--- src/rtl/core/aasc_pkg.sv ---
package aasc_pkg;

  localparam int RawW     = 14;
  localparam int AngW     = 17;
  localparam int AngExtW  = 19;
  localparam int CoordW   = 16;
  localparam int DeltaW   = 17;
  localparam int FsW      = 13;
  localparam int LenW     = 14;
  localparam int FaultW   = 2;
  localparam int LimW     = 18;
  localparam int CfgAddrW = 3;
  localparam int CfgDataW = 17;

  // CORDIC datapath widths: vector components and angle in degrees * 2^16.
  localparam int CordW    = 32;
  localparam int ZW       = 27;
  localparam int AtanLen  = 24;

  // Long division widths for the two scaling steps.
  localparam int Div0NumW = 30;
  localparam int Div0DenW = FsW;
  localparam int Div1DenW = 17;
  localparam int Div1QuoW = FsW;
  localparam int Div1NumW = 30;

  localparam logic signed [ZW-1:0] Deg90  = 27'sd5898240;
  localparam logic signed [ZW-1:0] Deg180 = 27'sd11796480;
  localparam logic signed [ZW-1:0] Deg360 = 27'sd23592960;
  localparam logic [29:0]          GainQ30 = 30'd652032874;

  typedef enum logic [CfgAddrW-1:0] {
    REG_FULL_SCALE = 3'd0,
    REG_ANGLE_LOW  = 3'd1,
    REG_ANGLE_HIGH = 3'd2,
    REG_CENTER_X   = 3'd3,
    REG_CENTER_Y   = 3'd4,
    REG_ARM_LENGTH = 3'd5
  } cfg_reg_e;

  typedef enum logic [FaultW-1:0] {
    FAULT_NONE  = 2'd0,
    FAULT_UNDER = 2'd1,
    FAULT_OVER  = 2'd2
  } fault_e;

  typedef enum logic {
    OP_TO_POS   = 1'b0,
    OP_TO_ANGLE = 1'b1
  } op_e;

  // Per-word sideband that travels along every cell of the pipeline.
  typedef struct packed {
    op_e                        op;
    logic signed [RawW-1:0]     raw;
    fault_e                     fault;
    logic [CoordW-1:0]          px;
    logic [CoordW-1:0]          py;
    logic signed [DeltaW-1:0]   dx;
    logic signed [DeltaW-1:0]   dy;
    logic                       neg;
    logic                       flip;
    logic                       zero;
    logic                       dz;
    logic signed [AngExtW-1:0]  ang;
  } side_t;

  function automatic logic signed [ZW-1:0] atan_entry(input logic [4:0] idx);
    logic signed [ZW-1:0] v;
    case (idx)
      5'd0:    v = 27'sd2949120;
      5'd1:    v = 27'sd1740967;
      5'd2:    v = 27'sd919879;
      5'd3:    v = 27'sd466945;
      5'd4:    v = 27'sd234379;
      5'd5:    v = 27'sd117305;
      5'd6:    v = 27'sd58666;
      5'd7:    v = 27'sd29335;
      5'd8:    v = 27'sd14668;
      5'd9:    v = 27'sd7334;
      5'd10:   v = 27'sd3667;
      5'd11:   v = 27'sd1833;
      5'd12:   v = 27'sd917;
      5'd13:   v = 27'sd458;
      5'd14:   v = 27'sd229;
      5'd15:   v = 27'sd115;
      5'd16:   v = 27'sd57;
      5'd17:   v = 27'sd29;
      5'd18:   v = 27'sd14;
      5'd19:   v = 27'sd7;
      5'd20:   v = 27'sd4;
      5'd21:   v = 27'sd2;
      5'd22:   v = 27'sd1;
      default: v = '0;
    endcase
    return v;
  endfunction

endpackage

--- src/rtl/core/aasc_div_cell.sv ---
module aasc_div_cell #(
  parameter int NumW = 8,
  parameter int DenW = 8
) (
  input  logic                  clk_i,
  input  logic                  rst_ni,
  input  logic                  en_i,
  input  logic                  valid_i,
  input  logic [DenW-1:0]       den_i,
  input  logic [DenW-1:0]       rem_i,
  input  logic [NumW-1:0]       num_i,
  input  logic [NumW-1:0]       quo_i,
  input  aasc_pkg::side_t       side_i,
  output logic                  valid_o,
  output logic [DenW-1:0]       den_o,
  output logic [DenW-1:0]       rem_o,
  output logic [NumW-1:0]       num_o,
  output logic [NumW-1:0]       quo_o,
  output aasc_pkg::side_t       side_o
);

  logic                  valid_q;
  logic [DenW-1:0]       den_q, rem_q, rem_d;
  logic [NumW-1:0]       num_q, quo_q;
  aasc_pkg::side_t       side_q;
  logic [DenW:0]         trial, diff;
  logic                  take;

  // One quotient bit per cell: bring down the next numerator bit and subtract if it fits.
  assign trial = {rem_i, num_i[NumW-1]};
  assign take  = trial >= {1'b0, den_i};
  assign diff  = trial - {1'b0, den_i};
  assign rem_d = take ? diff[DenW-1:0] : trial[DenW-1:0];

  always_ff @(posedge clk_i or negedge rst_ni) begin
    if (!rst_ni) begin
      valid_q <= 1'b0;
    end else if (en_i) begin
      valid_q <= valid_i;
    end
  end

  always_ff @(posedge clk_i) begin
    if (en_i) begin
      den_q  <= den_i;
      rem_q  <= rem_d;
      num_q  <= {num_i[NumW-2:0], 1'b0};
      quo_q  <= {quo_i[NumW-2:0], take};
      side_q <= side_i;
    end
  end

  assign valid_o = valid_q;
  assign den_o   = den_q;
  assign rem_o   = rem_q;
  assign num_o   = num_q;
  assign quo_o   = quo_q;
  assign side_o  = side_q;

endmodule

--- config.mk ---
export PLATFORM = sky130hd
export DESIGN_NAME = aasc_div_cell
export DESIGN_NICKNAME = d
export VERILOG_FILES = /design/src/rtl/core/aasc_pkg.sv /design/src/rtl/core/aasc_div_cell.sv
export SDC_FILE = /design/constraint.sdc
export NUM_CORES = 1
export LEC_CHECK = 0
export BUFFER_PORTS_ARGS = -buffer_cell sky130_fd_sc_hd__buf_2
export CAP_MARGIN = 5
export CORE_ASPECT_RATIO = 0.6
export CORE_MARGIN = 8
export CORE_UTILIZATION = 43
export DETAILED_ROUTE_END_ITERATION = 10
export PLACE_DENSITY = 0.88
export SLEW_MARGIN = 30
export SYNTH_ARGS = -nofsm -noshare
export SYNTH_HDL_FRONTEND = slang
export SYNTH_SLANG_ARGS = --single-unit
--- constraint.sdc ---
create_clock -name clk_i -period 0.95 [get_ports clk_i]
set_input_delay 0.19 -clock clk_i [delete_from_list [all_inputs] [get_ports clk_i]]
set_output_delay 0.19 -clock clk_i [all_outputs]
set_load 0.05 [all_outputs]
### Word level (Yosys, flattened, before mapping)

Index checks and enable logic that the tools add are counted.

| operators by class | value |
|---|---|
| muxes and demuxes | 1 |
| $add $sub $neg | 1 |
| $lt $le $gt $ge | 1 |

Operators with widths:

| cell | count |
|---|---|
| 9-bit by 8-bit greater-or-equal comparator with 1-bit output | 1 |
| 8-bit two-way mux | 1 |
| 8-bit subtractor | 1 |

| word-level totals | value |
|---|---|
| output and inout bits | 139 |
| logic and storage cells | 20 |
| flip-flop bits (word level) | 138 |

### Longest topological paths before layout

| depth | value |
|---|---|
| depth after elaboration | 2 |
| gate-level depth with buffers | 9 |
| depth with buffers taken out | 8 |

### Worst setup path after synthesis

No wires, ideal clock.

| timing path | value |
|---|---|
| path kind | input-to-reg |
| start | input den_i[6] |
| end | register rem_q[2], in the netlist rem_o[2], data pin |
| library setup time | 260 ps |
| cell stages on the path | 7 |
| setup slack | -1036 ps |
| arrival time | 1726 ps |
| path through | inv_1 > ha_1 > a21o_1 > a2111oi_2 > o21a_1 > buf_6 > mux2_4 |

| on the way | value |
|---|---|
| longest elaborated chain between the ends | 2 |

RTL lines:

| item | RTL line | text |
|---|---|---|
| start: declaration | aasc_div_cell.sv:9 | `input logic [DenW-1:0] den_i,` |
| 9-bit by 8-bit greater-or-equal comparator with 1-bit output | aasc_div_cell.sv:31 | `assign take = trial >= {1'b0, den_i};` |
| 8-bit two-way mux | aasc_div_cell.sv:33 | `assign rem_d = take ? diff[DenW-1:0] : trial[DenW-1:0];` |
| net rem_d[2] | aasc_div_cell.sv:23 | `logic [DenW-1:0] den_q, rem_q, rem_d;` |
| end signal: assignment | aasc_div_cell.sv:46 | `rem_q <= rem_d;` |
| end: declaration | aasc_div_cell.sv:23 |  |

The timed path passes the listed nets, and every way through them passes these cells.
A chain may end at the register's enable or synchronous reset.

### Worst setup path in the final report

| timing path | value |
|---|---|
| start | input den_i[6] |
| end | register rem_q[6], in the netlist rem_o[6], data pin |

| on the way | value |
|---|---|
| longest elaborated chain between the ends | 2 |
| elaborated cells on any way between the ends | 3 |
| classes of those cells | 1 x add/sub; 1 x order compare; 1 x mux |

RTL lines:

| item | RTL line |
|---|---|
| 8-bit subtractor or 9-bit by 8-bit greater-or-equal comparator with 1-bit output (tied branches) | aasc_div_cell.sv:32, aasc_div_cell.sv:31 |
| 8-bit two-way mux * | aasc_div_cell.sv:33 |
| net rem_d[6] | aasc_div_cell.sv:23 |

Mark *: on every way through the listed nets, which the timed path passes. The rest lies on a longest branch.

==> flow_summary.yaml <==
synthesis:
  muxShareOfSynthArea_pct: 2.58
  ys_seq_area_share_pct: 88.0
  synth_compound_area_share_pct: 2.95
  netlist_area_sq_mm: 0.00470
  yosys_register_bits: 138
  synthSimpleGateAreaFrac_pct: 1.62
  yosysUniqueCellTypes: 33
  synth_nets: 358
  synthAdderAreaFrac_pct: 2.56
  yosys_warnings: 0
  syn_area_per_cell_sq_um: 22.7
  synth_top_family_by_area: "compound AO/OA/AOI/OAI gates"
  synthXorXnorAreaFrac_pct: 0.559
  synth_cells: 207
global_route:
  grt_pass1_wl_mm: 30.3
  antenna_found_initial: 2
  grt-ovfl-total: 0
  grt_usage_pct: 28.6
  grt_max_degree: 58
  grt_pass1_vias: 4487
sta:
  setup_violations: 147
  fin_crit_ps: 1660
  rsz0062_at_grt: "yes"
  finalHoldViolCount: 0
  fin_crit_sh_pct: 174
  slew_viol_final: 0
  fin_hold_ws_ps: 42.9
  worst_slack_ps: -705
  worst_clock_skew_ps: 0
  fmax_mhz: 604
final_layout:
  syn_to_final_growth_pct: 105
  fillers: 378
  ff_latch_area_sq_mm: 0.00414
  final_common_cell: "buf_6"
  final_core_util_pct: 90.9
  final_cell_mix: "buf_6, edfxtp_1, buf_2"
  drive_gt1_share_pct: 56.8
  multiInputGateArea_sq_um: 661
  final_nets: 819
worst_hold_path:
  hp-class: "input pin to register"
  hp-start: "valid_i"
routing:
  drt-wirelength-per-cell_um: 26.9
  drcViolationCount: 0
  first_pass_iters: 4
  drtAntennaViolNets: 0
  vias_per_cell: 5.02
  drtIter0Drc: 339
  drt_wl_total_mm: 22.1
  dr_total_vias: 4122
placement:
  port_buffers: 278
  routabilityCongestion: 0.829
  dpl.hpwl_mm: 11.2
cts:
  cts_tree: "yes"
  cts_sinks: 138
  root_buffer: "clkbuf_16"
  cts_buffers: 17
  clk_pin_slew_worst_paths_ps: 60
  h-tree-depth: 4
  clk_latency_ps: 400
  ctsLongestPathBuffers: 2
critical_path:
  path_buf_inv: 4
  critical_path_class: "input pin to register"
  crit_path_start: "den_i[6]"
  cp_cell_sequence: "buf_6 > inv_4 > ha_4 > buf_6 > buf_4 > nor3b_1 > a31oi_1 > o21ai_0 > a311o_1 > mux2_4"
  start_kind: "input pin"
  rr_startpoint: "valid_o"
  path_max_fanout: 5
  arrival_ps: 1800
  slowest_stage: "a311o_1"
  crit_path_end_kind: "register"
  max_stage_delay_ps: 330
  path_delay_family: "compound AO/OA/AOI/OAI gates"
  crit_top_cell: "buf_6"
  worstPathRequired_ps: 1100
power_and_ir_drop:
  total_leakage_power_uw: 0.00410
  peakVddDrop_v: 0.00155
  p_per_area_mw_per_mm2: 2040
floorplan:
  ioPinCount: 281
  rows: 29
  start_util_pct: 44.4
  core_area_sq_mm: 0.0106
  dieArea_sq_mm: 0.0146
  die_w_um: 151
  die_h_um: 97.0
run_status:
  status: "finished with violations"
  violations: "negative setup slack"
flow_run:
  drv_cap: 0
sequential cells by signal (all words and copies together), names as in the netlist:
name,count
side_o,106
valid_o,1
rem_o,8
num_o,7
den_o,8
quo_o,8
worst register-to-register path, stage by stage (launching register included):
cell and delay [ps]:
dfrtp_2 430, buf_4 140, mux2_2 260
cell families (layout without fill, tap and decap cells):
family / Yosys count / in the layout
mux: 9 / 9
flops: 138 / 138
simple gates: 15 / 15
compound gates: 17 / 17
fa+ha+maj: 9 / 9
xor+xnor: 3 / 3
other cells: 1 / 2
buf+inv: 15 / 489
metrics by stage:
step	cell area, sq um	setup WS [ps]	total power, uW	TNS [ps]	cells
after CTS	9530	-636	19200	-35190	816
after detailed placement	6590	-1240	10900	-9740	655
after global routing	9640	-752	20100	-40590	821
after global placement	6590	-1160	10800	-9170	655
final	9640	-705	19600	-35760	821
after floorplan	4740	-920	9700	-7520	207
worst paths after layout:
check | endpoint | slack [ps] | cells after the start
hold reg to reg | valid_o | 680 | 2
setup / recovery | rem_o[6] | -710 | 10
setup reg to reg | valid_o | 10 | 2
hold / removal | valid_o | 40 | 2
min in group asynchronous | valid_o | 110 | 2
max in group asynchronous | valid_o | 740 | 2
power breakdown:
| part | total, uW | internal, uW | switching [uW] |
|---|---|---|---|
| Clock | 7280 | 4480 | 2790 |
| Sequential | 7620 | 7300 | 319 |
| Combinational | 4730 | 1950 | 2780 |
| Total | 19600 | 13700 | 5890 |
layout make-up:
class | instances | area share (%)
sequential | 138 | 43.0
inverter | 12 | 0.649
clock inverter | 14 | 2.16
timing repair buffer | 445 | 41.1
tap | 139 | 1.80
multi-input combinational | 54 | 6.86
antenna | 1 | 0.0260
clock buffer | 18 | 4.45
layer usage:
| metal | track usage, % | wire [um] | part of all wire, % | up-vias |
|---|---|---|---|---|
| met5 | 0 | 11 | 0.050 | - |
| met4 | 11.7 | 674 | 3.1 | 2 |
| met3 | 9.12 | 1890 | 8.6 | 48 |
| met2 | 50.8 | 11900 | 54 | 279 |
| met1 | 30.6 | 7640 | 35 | 2053 |
| li1 | - | - | - | 1740 |
cell usage after synthesis:
master / n / area [sq um]
inv_1: 12 / 45.0
nor2_1: 4 / 15.0
a21o_2: 1 / 8.76
o31a_1: 1 / 8.76
ha_1: 8 / 100
nor3_1: 3 / 15.0
edfxtp_1: 137 / 4110
a21o_1: 2 / 15.0
nand3_1: 2 / 10.0
buf_6: 2 / 22.5
mux2i_1: 2 / 20.0
a211oi_1: 1 / 7.51
xnor2_1: 3 / 26.3
a31oi_1: 1 / 6.26
nand2b_1: 2 / 12.5
a211o_1: 1 / 8.76
mux2_2: 1 / 11.3
conb_1: 1 / 3.75
o21a_1: 2 / 15.0
o21ai_0: 2 / 10.0
nor4_1: 1 / 6.26
a21oi_1: 2 / 10.0
dfrtp_1: 1 / 25.0
buf_4: 1 / 7.51
nor2b_1: 1 / 6.26
nor3b_1: 1 / 7.51
o311a_2: 1 / 11.3
mux2_4: 6 / 90.1
nand2_1: 1 / 3.75
a311o_1: 1 / 10.0
a211oi_2: 1 / 12.5
a2111oi_2: 1 / 15.0
fa_1: 1 / 20.0
timing repair:
item	4_1_cts	5_1_grt
pin swaps	13	5
gates resized for setup	307	14
endpoints found under the hold margin	126	1
setup endpoints to repair	147	147
hold buffers	126	1
setup buffers	3	3
(Power assumes the default switching activity.)
