[config.mk]
export PLATFORM = sky130hd
export DESIGN_NAME = aasc_cordic_cell
export DESIGN_NICKNAME = d
export VERILOG_FILES = /design/src/rtl/core/aasc_pkg.sv /design/src/rtl/core/aasc_cordic_cell.sv
export SDC_FILE = /design/constraint.sdc
export NUM_CORES = 1
export LEC_CHECK = 0
export ABC_CLOCK_PERIOD_IN_PS = 800
export BUFFER_PORTS_ARGS = -buffer_cell sky130_fd_sc_hd__buf_2
export CORE_MARGIN = 4
export CORE_UTILIZATION = 46
export CTS_CLUSTER_SIZE = 10
export DETAILED_ROUTE_END_ITERATION = 10
export GPL_TIMING_DRIVEN = 0
export PLACE_DENSITY = 0.79
export SKIP_CTS_REPAIR_TIMING = 1
export SYNTH_ARGS = -nofsm -noshare
export SYNTH_HDL_FRONTEND = slang
export SYNTH_SLANG_ARGS = --single-unit
[constraint.sdc]
create_clock -name clk_i -period 0.8 [get_ports clk_i]
set_input_delay 0.04 -clock clk_i [delete_from_list [all_inputs] [get_ports clk_i]]
set_output_delay 0.04 -clock clk_i [all_outputs]
set_load 0.01 [all_outputs]
[src/rtl/core/aasc_pkg.sv]
package aasc_pkg;

  localparam int RawW     = 14;
  localparam int AngW     = 17;
  localparam int AngExtW  = 19;
  localparam int CoordW   = 16;
  localparam int DeltaW   = 17;
  localparam int FsW      = 13;
  localparam int LenW     = 14;
  localparam int FaultW   = 2;
  localparam int LimW     = 18;
  localparam int CfgAddrW = 3;
  localparam int CfgDataW = 17;

  // CORDIC datapath widths: vector components and angle in degrees * 2^16.
  localparam int CordW    = 32;
  localparam int ZW       = 27;
  localparam int AtanLen  = 24;

  // Long division widths for the two scaling steps.
  localparam int Div0NumW = 30;
  localparam int Div0DenW = FsW;
  localparam int Div1DenW = 17;
  localparam int Div1QuoW = FsW;
  localparam int Div1NumW = 30;

  localparam logic signed [ZW-1:0] Deg90  = 27'sd5898240;
  localparam logic signed [ZW-1:0] Deg180 = 27'sd11796480;
  localparam logic signed [ZW-1:0] Deg360 = 27'sd23592960;
  localparam logic [29:0]          GainQ30 = 30'd652032874;

  typedef enum logic [CfgAddrW-1:0] {
    REG_FULL_SCALE = 3'd0,
    REG_ANGLE_LOW  = 3'd1,
    REG_ANGLE_HIGH = 3'd2,
    REG_CENTER_X   = 3'd3,
    REG_CENTER_Y   = 3'd4,
    REG_ARM_LENGTH = 3'd5
  } cfg_reg_e;

  typedef enum logic [FaultW-1:0] {
    FAULT_NONE  = 2'd0,
    FAULT_UNDER = 2'd1,
    FAULT_OVER  = 2'd2
  } fault_e;

  typedef enum logic {
    OP_TO_POS   = 1'b0,
    OP_TO_ANGLE = 1'b1
  } op_e;

  // Per-word sideband that travels along every cell of the pipeline.
  typedef struct packed {
    op_e                        op;
    logic signed [RawW-1:0]     raw;
    fault_e                     fault;
    logic [CoordW-1:0]          px;
    logic [CoordW-1:0]          py;
    logic signed [DeltaW-1:0]   dx;
    logic signed [DeltaW-1:0]   dy;
    logic                       neg;
    logic                       flip;
    logic                       zero;
    logic                       dz;
    logic signed [AngExtW-1:0]  ang;
  } side_t;

  function automatic logic signed [ZW-1:0] atan_entry(input logic [4:0] idx);
    logic signed [ZW-1:0] v;
    case (idx)
      5'd0:    v = 27'sd2949120;
      5'd1:    v = 27'sd1740967;
      5'd2:    v = 27'sd919879;
      5'd3:    v = 27'sd466945;
      5'd4:    v = 27'sd234379;
      5'd5:    v = 27'sd117305;
      5'd6:    v = 27'sd58666;
      5'd7:    v = 27'sd29335;
      5'd8:    v = 27'sd14668;
      5'd9:    v = 27'sd7334;
      5'd10:   v = 27'sd3667;
      5'd11:   v = 27'sd1833;
      5'd12:   v = 27'sd917;
      5'd13:   v = 27'sd458;
      5'd14:   v = 27'sd229;
      5'd15:   v = 27'sd115;
      5'd16:   v = 27'sd57;
      5'd17:   v = 27'sd29;
      5'd18:   v = 27'sd14;
      5'd19:   v = 27'sd7;
      5'd20:   v = 27'sd4;
      5'd21:   v = 27'sd2;
      5'd22:   v = 27'sd1;
      default: v = '0;
    endcase
    return v;
  endfunction

endpackage

[src/rtl/core/aasc_cordic_cell.sv]
module aasc_cordic_cell #(
  parameter int Idx = 0
) (
  input  logic                                 clk_i,
  input  logic                                 rst_ni,
  input  logic                                 en_i,
  input  logic                                 valid_i,
  input  logic signed [aasc_pkg::CordW-1:0]    x_i,
  input  logic signed [aasc_pkg::CordW-1:0]    y_i,
  input  logic signed [aasc_pkg::ZW-1:0]       z_i,
  input  aasc_pkg::side_t                      side_i,
  output logic                                 valid_o,
  output logic signed [aasc_pkg::CordW-1:0]    x_o,
  output logic signed [aasc_pkg::CordW-1:0]    y_o,
  output logic signed [aasc_pkg::ZW-1:0]       z_o,
  output aasc_pkg::side_t                      side_o
);

  logic                               valid_q;
  logic signed [aasc_pkg::CordW-1:0]  x_q, y_q, xs, ys;
  logic signed [aasc_pkg::ZW-1:0]     z_q, atan;
  aasc_pkg::side_t                    side_q;
  logic                               up;

  assign xs   = x_i >>> Idx;
  assign ys   = y_i >>> Idx;
  assign atan = aasc_pkg::atan_entry(5'(Idx));

  // Rotation steers by the residual angle, vectoring drives y toward zero.
  assign up = (side_i.op == aasc_pkg::OP_TO_ANGLE) ? y_i[aasc_pkg::CordW-1]
                                                    : !z_i[aasc_pkg::ZW-1];

  always_ff @(posedge clk_i or negedge rst_ni) begin
    if (!rst_ni) begin
      valid_q <= 1'b0;
    end else if (en_i) begin
      valid_q <= valid_i;
    end
  end

  always_ff @(posedge clk_i) begin
    if (en_i) begin
      x_q    <= up ? x_i - ys : x_i + ys;
      y_q    <= up ? y_i + xs : y_i - xs;
      z_q    <= up ? z_i - atan : z_i + atan;
      side_q <= side_i;
    end
  end

  assign valid_o = valid_q;
  assign x_o     = x_q;
  assign y_o     = y_q;
  assign z_o     = z_q;
  assign side_o  = side_q;

endmodule
# After elaboration in Yosys (flattened, before gate mapping)
# Cells that the tools add are included.
# op_classes
add_sub_neg	5
muxes	4
reduce_logical	1
# op_table
operator	count
two-way mux 32 bit	2
subtractor 32 bit	2
adder 32 bit	1
adder 27 x 23 -> 27 bit (second input constant)	1
two-way mux 27 bit	1
subtractor 27 x 23 -> 27 bit (second input constant)	1
logical NOT 1 bit	1
two-way mux 1 bit	1
# word_totals
register_bits	198
input_bits	201

# Logic depth before layout (Yosys ltp)
# logic_depth
word_depth	3
ltp_mapped	16
depth_no_buf	13

# Worst setup path before layout
# OpenSTA, ideal clock, no wires.
# synth_path
kind	input -> register
start	input port z_i[26] (netlist name)
end	register z_q, in the netlist z_o[26], data pin
arrival_time_ps	2514
required_ps	540
slack_ps	-1975
cell_stages	16
n_path_buf	3
path_cell_list	nor2_1 -> a21oi_1 -> inv_1 -> clkbuf_1 -> clkbuf_1 -> buf_1 -> xnor2_1 -> ha_1 -> o21ai_0 -> nand2_1 -> o211ai_1 -> o2bb2ai_1 -> nor2_1 -> o21ai_0 -> a21oi_1 -> xor2_1
# synth_via
elab_chain_len	3
# synth_lines
element	line_no	text
start, declared	aasc_cordic_cell.sv:10	input logic signed [aasc_pkg::ZW-1:0] z_i,
parallel branches: the longest is 2 deep, another holds adder 27 x 23 -> 27 bit	--	
two-way mux 27 bit *	aasc_cordic_cell.sv:45	z_q <= up ? z_i - atan : z_i + atan;
end signal, assigned	aasc_cordic_cell.sv:45	
end, declared	aasc_cordic_cell.sv:21	logic signed [aasc_pkg::ZW-1:0] z_q, atan;
# Every way passes the cells marked *.
# A chain may end at the register's enable or synchronous reset.

# Worst setup path in the final report
# layout_path
start	input port x_i[14] (netlist name)
end	register x_q, in the netlist x_o[27], data pin
# layout_via
elab_chain_len	2
# layout_lines
element	line_no	text
start, declared	aasc_cordic_cell.sv:8	input logic signed [aasc_pkg::CordW-1:0] x_i,
adder 32 bit / subtractor 32 bit (equally long branches)	aasc_cordic_cell.sv:43	x_q <= up ? x_i - ys : x_i + ys;
two-way mux 32 bit *	aasc_cordic_cell.sv:43	
end signal, assigned	aasc_cordic_cell.sv:43	
end, declared	aasc_cordic_cell.sv:20	logic signed [aasc_pkg::CordW-1:0] x_q, y_q, xs, ys;
# Mark *: on every way between the ends. The rest lies on a longest branch, timed or not.

==> out/results.tsv <==
stage	metric	value	unit
clocking	total CTS buffers	17	
setup_path	R2R cell count	1	
sta	Final Critical Period	2.36	ns
finish	Final Net Count	1996	
sta	worst hold slack	-0.0146	ns
detailed_routing	Post-Route WL	47900	µm
detailed_routing	Post-DRT Antenna Nets	0	
detailed_routing	DR vias/cell	5.68	
placed_design	placed instance count	1787	
finish	Fill cells	1589	
setup_path	CP endpoint kind	flip-flop	
sta	final setup fails	270	
synth	Synth Warn #	0	
grt	GRT Resource Usage Total	27.7	%
floorplan	initial core utilization	47.4	%
synth	Async SR Flop Fraction	0.508	%
sta	skew final	0	ns
sta	unrepaired setup endpoints after global routing	true	
finish	fin area	18600	µm²
min_path	worst hold path class	in2reg	
synth	Post-Synth Adder-Cell Area	11.3	%
setup_path	reg-to-reg endpoint	valid_o	
placed_design	RePlAce Congestion	0.927	
detailed_routing	Vias	11549	
setup_path	slowest cell on the critical path	or3_4	
min_path	Hold Path End	x_o[2]	
floorplan	die span in x	167	µm
setup_path	Worst path max stage delay	0.36	ns
clocking	CTS tree	yes	
grt	first-pass GRT wire length	60000	µm
synth	Top FF cell, synth	edfxtp_1	
clocking	clock sink total	197	
synth	sequential-to-total area share from yosys stat	50.7	%
synth	synthesis-stage register bit count	197	
detailed_routing	Detailed Route Iter0 Violations	1168	
detailed_routing	drt pass-1 iters	5	
setup_path	peak fanout along the critical path	5	
sta	Final Worst Setup Slack	-1.56	ns
setup_path	crit-path cells	buf_12 > inv_12 > ha_4 > or2_4 > or3_4 > or3_4 > nor3_4 > a211oi_4 > buf_4 > a21oi_4 > o21ai_1 > a31oi_1 > xnor2_1	
clocking	clk root buf	clkbuf_16	
setup_path	crit path kind	in2reg	
detailed_routing	routed wire length per instance	23.6	µm
synth	Syn Area/Cell	11.0	µm²
sta	setup TNS	-116.10	ns
sta	slew at the pin with the worst max-slew slack	0.592	ns
clocking	maximum level of the CTS H-tree	4	
setup_path	crit-path leading delay family	simple AND/OR/NAND/NOR gates	
synth	Synth Area in Simple Gates	8.18	%
floorplan	Core Area	24600	µm²
finish	Layout Cells excl Fill	2034	
flow_run	MaxCap Viol Count	0	
synth	Compound-Gate Fraction of Synth Area	18.4	%
synth	synthesized area	11700	µm²
synth	synth unique cells	81	
synth	mux contribution to synthesized area	0.966	%
setup_path	Worst R2R Start	valid_o	
clocking	Clock Latency Late Sink	0.44	ns
grt	antenna violations before repair	5	
setup_path	critical path startpoint category	input pin	
outcome	failing checks	hold timing, setup timing	
synth	Synth Area in XOR/XNOR	5.49	%
grt	vias in the first global route	9973	
sta	Max Slew Vio Count	0	
synth	largest family of logic cells by synthesized area	compound AO/OA/AOI/OAI gates	
detailed_routing	drc violations	0	
floorplan	num ports	399	
grt	grt total ovfl	0	
floorplan	DIE AREA	27900	µm²
synth	syn nets	1368	
outcome	status	complete, but fails checks	
finish	layout cells sized above 1	45.9	%
placed_design	PortBufs	398	
placed_design	DP Wirelength	32000	µm
setup_path	most numerous cell on the critical path	or3_4	
synth	cells after synthesis	1064	
clocking	clk buf depth	2	
synth	Post-synth EDFFs	196	
grt	largest net degree at the start of global routing	102	
floorplan	die outline height	167	µm
setup_path	CP required	0.97	ns
min_path	hold depth	1	
min_path	hold_sp	en_i	
sta	Final Hold Fails	1	
pwr	Worst VDD drop	1.65	mV
sta	max frequency	0.424	GHz
placed_design	area of placed instances	14700	µm²
pwr	leakage power	7.94	nW
setup_path	arrival time worst endpoint	2.53	ns
pwr	PwrDens	1810	nW/µm²
setup_path	Critical path buffers and inverters	3	
finish	Layout Area Growth over Synthesis	60.0	%
clocking	clk slew on worst S/H paths	0.08	ns
sta	period utilization	295	%
floorplan	# rows	57	
setup_path	R2R setup slack	0.01	ns
sta	relative slew slack	60.2	%
-- state kept, by name, summed over array words and instances (netlist names) --
name	count
z_o	27
side_o	106
valid_o	1
y_o	31
x_o	32
-- cells in the final DEF, fill, tap and decap left out, types with 10 or more instances in the layout --
master / synthesis / routed
clkbuf_16: 0 / 20
a21oi_4: 0 / 13
nor2_1: 82 / 62
nand4_1: 11 / 11
nand2_1: 44 / 35
o21ai_0: 55 / 20
o211ai_1: 10 / 10
buf_4: 4 / 74
inv_2: 3 / 12
inv_1: 95 / 76
ha_4: 0 / 23
a21oi_2: 1 / 32
buf_12: 0 / 12
o21ai_2: 1 / 17
nand3_1: 18 / 13
a21o_1: 26 / 26
ha_1: 100 / 75
buf_8: 0 / 13
nor2_2: 0 / 13
nor3_1: 13 / 10
xnor2_1: 63 / 56
buf_2: 10 / 365
edfxtp_1: 196 / 196
a21oi_1: 123 / 79
o21ai_1: 4 / 19
dlygate4sd3_1: 0 / 127
o21bai_1: 23 / 21
buf_6: 1 / 38
-- metal layers --
layer / wire length [µm] / track usage [%] / up-vias
li1: - / - / 5138
met1: 18100 / 35.5 / 5580
met2: 24300 / 48.3 / 688
met3: 3320 / 4.36 / 143
met4: 2190 / 8.96 / 0
met5: 0 / 0 / -
-- power breakdown --
group / internal [mW] / switching [mW] / leakage, nW
clock network: 4.31 / 4.77 / 0.299
registers: 12.9 / 0.419 / 1.93
logic: 5.15 / 6.30 / 5.71
-- cells by family (layout without fill, tap and decap cells) --
family / Yosys count / count (layout)
compound gates: 330 / 330
xor+xnor: 73 / 73
fa+ha+maj: 103 / 103
buf+inv: 144 / 785
flops: 197 / 197
mux: 11 / 11
other cells: 0 / 5
simple gates: 206 / 206
-- synthesized netlist by cell type, drive strengths merged (14+ instances only) --
master / n / area, µm²
nor2: 82 / 308
edfxtp: 196 / 5890
nand3: 18 / 90.1
nor3: 14 / 75.1
o21bai: 23 / 173
buf: 25 / 129
o21ai: 60 / 304
clkbuf: 17 / 63.8
nand2: 45 / 171
ha: 100 / 1250
inv: 99 / 374
a21o: 26 / 195
xnor2: 63 / 552
a21oi: 124 / 624
-- layout make-up --
cell class              instances  area, µm²  area share [%]
diodes                          5       12.5          0.0671
plain buffers                  36        340            1.82
clock buffers                  17        425            2.28
clock inverters                15        193            1.03
inverters                     102        460            2.47
multi-input cells             723       6500            34.8
flip-flops and latches        197       5910            31.7
well taps                     324        405            2.17
repair buffers                615       4400            23.6
-- stage by stage --
step / utilization (%) / setup WS (ns) / power (mW)
after floorplan: - / -1.51 / 18.4
after global placement: 59.6 / -2.97 / 21.9
after detailed placement: 59.7 / -2.27 / 22.0
after CTS: 62.2 / -1.83 / 30.9
after global routing: 75.8 / -1.64 / 35.1
final: 75.8 / -1.56 / 33.8
-- how the worst max path moves through the flow --
stage                  from      end  slack (ns)  cells after the start
floorplan           x_i[10]  x_o[29]       -1.51                     12
global placement       en_i  valid_o       -2.97                      2
detailed placement   x_i[0]  y_o[18]       -2.27                     12
CTS                  x_i[0]  y_o[18]       -1.83                     12
global route         y_i[0]  y_o[18]       -1.64                     13
finish              x_i[14]  x_o[27]       -1.56                     13
Note: power is estimated with default switching activity, not from simulation.
